## src/design/bpu_pkg.sv

```systemverilog
// Shared types, constants and helpers for the byte-plane unshuffle block.
`default_nettype none
package bpu_pkg;

   localparam int ELEMENTS_MAX_DEF = 4096;
   localparam int WIDTH_MAX_DEF    = 8;

   localparam int BYTE_W        = 8;
   localparam int PLANE_W       = 3;
   localparam int VALUE_BYTES   = 8;
   localparam int VALUE_W       = 64;
   localparam int INDEX_W       = 12;
   localparam int WIDTH_CFG_W   = 4;
   localparam int CSR_INDEX_W   = 4;
   localparam int CSR_DATA_W    = 13;
   localparam int RSP_DATA_W    = 80;

   localparam int RESET_WIDTH   = 4;
   localparam int RESET_COUNT   = 4096;

   localparam int QUEUE_DEPTH   = 4;
   localparam int QUEUE_PTR_W   = 2;
   localparam int QUEUE_LEVEL_W = 3;

   typedef enum logic [CSR_INDEX_W-1:0] {
      CSR_ELEMENT_WIDTH = 4'd0,
      CSR_ELEMENT_COUNT = 4'd1
   } csr_index_type;

   // One element headed for the result queue.
   typedef struct packed {
      logic                block_last;
      logic [INDEX_W-1:0]  element_index;
      logic [VALUE_W-1:0]  element_value;
   } result_type;

   // Final-plane byte waiting for its stored lower planes.
   typedef struct packed {
      logic [BYTE_W-1:0]   data_byte;
      logic [PLANE_W-1:0]  final_plane;
      logic [INDEX_W-1:0]  element_index;
      logic                block_last;
   } slot_type;

   // Last plane index for a written width: zero reads as one, large values saturate.
   function automatic logic [PLANE_W-1:0] final_plane_of(logic [WIDTH_CFG_W-1:0] width,
                                                          int width_max);
      int w;
      w = int'(width);
      if (w == 0) w = 1;
      if (w > width_max) w = width_max;
      return PLANE_W'(w - 1);
   endfunction

   // Last element index for a written count: zero reads as one, large values saturate.
   function automatic int last_index_of(logic [CSR_DATA_W-1:0] count, int elements_max);
      int n;
      n = int'(count);
      if (n == 0) n = 1;
      if (n > elements_max) n = elements_max;
      return n - 1;
   endfunction

endpackage
`default_nettype wire

```

## src/design/bpu_queue.sv

```systemverilog
// Result queue between element assembly and the rsp channel.
`default_nettype none
module bpu_queue (
   input  wire logic                              clock,
   input  wire logic                              reset,
   input  wire logic                              push,
   input  wire bpu_pkg::result_type               push_data,
   input  wire logic                              pop,
   output logic                                   head_valid,
   output bpu_pkg::result_type                    head_data,
   output logic [bpu_pkg::QUEUE_LEVEL_W-1:0]      level
);

   bpu_pkg::result_type                 entry_ff [bpu_pkg::QUEUE_DEPTH];
   logic [bpu_pkg::QUEUE_PTR_W-1:0]     wr_ptr_ff, wr_ptr_in;
   logic [bpu_pkg::QUEUE_PTR_W-1:0]     rd_ptr_ff, rd_ptr_in;
   logic [bpu_pkg::QUEUE_LEVEL_W-1:0]   count_ff, count_in;
   logic                                do_pop;

   assign do_pop = pop && (count_ff != '0);

   always_comb begin
      wr_ptr_in = push   ? wr_ptr_ff + 1'b1 : wr_ptr_ff;
      rd_ptr_in = do_pop ? rd_ptr_ff + 1'b1 : rd_ptr_ff;
      count_in  = count_ff;
      if (push && !do_pop) begin
         count_in = count_ff + 1'b1;
      end else if (!push && do_pop) begin
         count_in = count_ff - 1'b1;
      end
   end

   always_ff @(posedge clock) begin
      if (reset) begin
         wr_ptr_ff <= '0;
         rd_ptr_ff <= '0;
         count_ff  <= '0;
      end else begin
         wr_ptr_ff <= wr_ptr_in;
         rd_ptr_ff <= rd_ptr_in;
         count_ff  <= count_in;
      end
   end

   always_ff @(posedge clock) begin
      if (push) begin
         entry_ff[wr_ptr_ff] <= push_data;
      end
   end

   assign head_valid = (count_ff != '0);
   assign head_data  = entry_ff[rd_ptr_ff];
   assign level      = count_ff;

endmodule
`default_nettype wire

```

## config.mk

```make
export PLATFORM = sky130hd
export DESIGN_NAME = bpu_queue
export DESIGN_NICKNAME = d
export VERILOG_FILES = /design/src/design/bpu_pkg.sv /design/src/design/bpu_queue.sv
export SDC_FILE = /design/constraint.sdc
export NUM_CORES = 1
export LEC_CHECK = 0
export ABC_CLOCK_PERIOD_IN_PS = 4400
export BUFFER_PORTS_ARGS = -buffer_cell sky130_fd_sc_hd__clkbuf_2
export CAP_MARGIN = 10
export CORE_MARGIN = 2
export CORE_UTILIZATION = 40
export CTS_BUF_LIST = sky130_fd_sc_hd__clkbuf_2
export CTS_CLUSTER_DIAMETER = 40
export DETAILED_ROUTE_END_ITERATION = 8
export GPL_TIMING_DRIVEN = 0
export SYNTH_ARGS = -nofsm -noshare
export SYNTH_HDL_FRONTEND = slang
export SYNTH_SLANG_ARGS = --single-unit
```

## constraint.sdc

```tcl
create_clock -name clock -period 4.4 [get_ports clock]
set_input_delay 0.44 -clock clock [delete_from_list [all_inputs] [get_ports clock]]
set_output_delay 0.44 -clock clock [all_outputs]
set_load 0.01 [all_outputs]
```

==> summary.txt <==
Outcome
  • Status: completed

CTS
  • Clk root buf: clkbuf_2
  • H-tree depth: 3
  • Num CTS Buffers: 78
  • Clock latency on the worst-skew pair: 810 ps
  • PostCTS Resize Cnt: 0
  • Worst-path clk slew: 80 ps
  • CTS tree: done
  • Post-CTS setup buffers: 0
  • CTS max path bufs: 3
  • Cts hold-fix bufs: 80
  • Sink Count: 317

Logic synthesis
  • Yosys Warn Count: 0
  • Synth area leader: edfxtp_1
  • Post-synth EDFFs: 308
  • Mapped Area: 11600 µm²
  • Register area share after synthesis: 81.5%
  • Share of flip-flops with an asynchronous set or reset: 0%
  • Largest family of logic cells by synthesized area: multiplexers
  • Synthesized netlist cell count: 446
  • Adder-cell share of the synthesized area: 0.713%
  • Post-synth top cells: edfxtp_1 (308), mux4_2 (77), dfxtp_1 (9)
  • Simple-Gate Fraction of Synth Area: 0.551%
  • Largest cells by area after synthesis: edfxtp_1 (80%), mux4_2 (15%), dfxtp_1 (1.6%), buf_12 (0.69%), ha_1 (0.54%)
  • Post-Syn Area per Cell: 26.0 µm²
  • Number of synthesized register bits: 317
  • Primary FF master, synth: edfxtp_1
  • Fraction of synthesized area in multiplexers: 15.2%
  • Post-synth top area share: 79.9%
  • Synth cell types: 21
  • Post-synthesis xor/xnor area fraction: 0.378%
  • Mapped Nets: 533
  • Complex-gate fraction of the synthesized area: 0.227%
  • Count leader, synth: edfxtp_1

Worst setup path
  • CP bufs+invs: 3
  • CP cell instances: buf_2 > clkbuf_1 > mux4_2 > clkbuf_2
  • Req. time, crit path: 3960 ps
  • Setup Crit Path Kind: flop to primary output
  • Worst-path fanout max: 10
  • Worst setup SP type: flop
  • Critical Path AT: 2430 ps
  • CP endpoint kind: primary output
  • Crit-path max cell delay: 620 ps
  • Crit path max-delay family: buffers and inverters
  • CP max-delay cell: clkbuf_1

STA
  • Final Slew Violations: 0
  • Tmin final: 2870 ps
  • Final Cycle Share: 65.1%
  • Worst Tran Pin Value: 793 ps
  • Slew Limit Headroom: 47.2%
  • Max Clk Rate: 349 MHz
  • Final setup fails: 0
  • Clock Skew: 61.0 ps
  • Final hold violation count: 0
  • RSZ-0062 raised after global routing: no

Floorplanning
  • Num rows: 62
  • Height of the die: 174 µm
  • Die Wd: 174 µm
  • Die Area: 30300 µm²
  • Starting Density: 40.4%
  • Core area: 28600 µm²
  • Ports: 162

Layout
  • Post-route cell area: 14500 µm²
  • Layout cells sized above 1: 45.2%
  • Fin util: 50.6%
  • Area grow syn2layout: 25.2%
  • Net count, final: 857

Placed design
  • DP HPWL: 12.6 mm
  • Area of placed instances: 13000 µm²
  • Final GP Congestion: 0.725
  • # port buffers: 160

Global routing
  • Vias in the first global route: 6380
  • Total GRT Usage: 14.7%
  • Overflow after GRT: 0
  • Antenna violations before repair: 1
  • Pin count of the biggest net entering global routing: 44
  • First-pass GRT wire length: 34.0 mm

Route
  • DR vias: 5860
  • Final wirelength: 21.8 mm
  • # DRC: 0
  • DR WL/cell: 18.0 µm
  • Number of detailed-route iterations in the first pass: 4
  • Vias per cell: 4.83
  • DR iter-0 viols: 295
  • Routed Antenna Nets: 0

Power and ir drop
  • Leakage: 5.11 nW
  • Worst vdd ir: 288 µV
  • PD cells: 494 nW/µm²

Run
  • Max-cap violations: 0

Worst hold path
  • HP Class: input port to flop
## cells by family (layout without fill, tap and decap cells)
| logic type | Yosys count | count (layout) |
|---|---|---|
| multiplexers | 79 | 79 |
| XOR/XNOR | 5 | 5 |
| adder cells (fa/ha/maj) | 6 | 6 |
| other | 0 | 1 |
| AO/OA/AOI/OAI | 4 | 4 |
| buffers and inverters | 22 | 404 |
| AND/OR/NAND/NOR | 13 | 13 |
| flip-flops | 317 | 317 |
## metrics by stage
step                setup slack [ps]  hold slack, ps  setup TNS (ps)  total power [mW]  cells
floorplan                       1620             485               0              4.73    446
global placement               -9.96             514            -860              5.31    990
detailed placement              2250             534               0              5.34    994
CTS                             1370            8.68               0              7.31   1212
global route                    1300            27.9               0              7.57   1213
finish                          1530            94.6               0              7.16   1213
## cell type report
| type | count | area (µm²) |
|---|---|---|
| well taps | 384 | 480 |
| flip-flops and latches | 317 | 9430 |
| plain buffers | 19 | 165 |
| clock buffers | 109 | 546 |
| inverters | 3 | 11.3 |
| fillers | 2349 | 14100 |
| repair buffers | 244 | 1710 |
| multi-input cells | 107 | 1980 |
| diodes | 1 | 2.50 |
| clock inverters | 29 | 171 |
## tightest hold or removal path, stage by stage
cell      delay [ps]
clkbuf_2         200
xnor2_1          100
nor2_1            80
## flip-flops by register name (all words and copies together), names as in the netlist, named ones only
register and cells:
level 3, entry_ff 308, rd_ptr_ff 2, wr_ptr_ff 2
## layout by cell type, fill, tap and decap left out, drive strengths merged, types with 2 or more instances in the layout
cell type / count
nor2: 7
dlygate4sd3: 80
dfxtp: 9
mux2i: 2
and2: 4
xor2: 4
ha: 5
or3: 2
mux4: 77
clkbuf: 274
buf: 18
edfxtp: 308
bufinv: 2
clkinv: 25
inv: 4
## path summary, 6_finish.rpt
kind                                                start  depth (start not counted)  slack [ps]                   endpoint
worst max register to register      level[0]$_SDFFE_PP0P_                          7        2230      level[2]$_SDFFE_PP0P_
worst max-delay path                                 flop                          4        1530              head_data[23]
worst min register to register  rd_ptr_ff[1]$_SDFFE_PP0P_                          2         560                       flop
worst min-delay path                                 push                          3          90  wr_ptr_ff[0]$_SDFFE_PP0P_
## where the power goes
group          leakage (nW)  internal [mW]  switching [mW]
registers              2.90           3.47          0.0495
clock network         0.529          0.788            1.09
logic                  1.68          0.912           0.850
total                  5.11           5.17            1.98
## routing by layer
layer | wire length, µm | track usage (%) | part of all wire [%] | vias to the layer above
met5 | 0 | 0 | 0 | -
met2 | 11200 | 25.4 | 51 | 215
met3 | 1530 | 4.48 | 7.0 | 37
met1 | 8690 | 17.5 | 40 | 2999
li1 | - | - | - | 2609
met4 | 359 | 5.22 | 1.6 | 0
(Power assumes the default switching activity.)
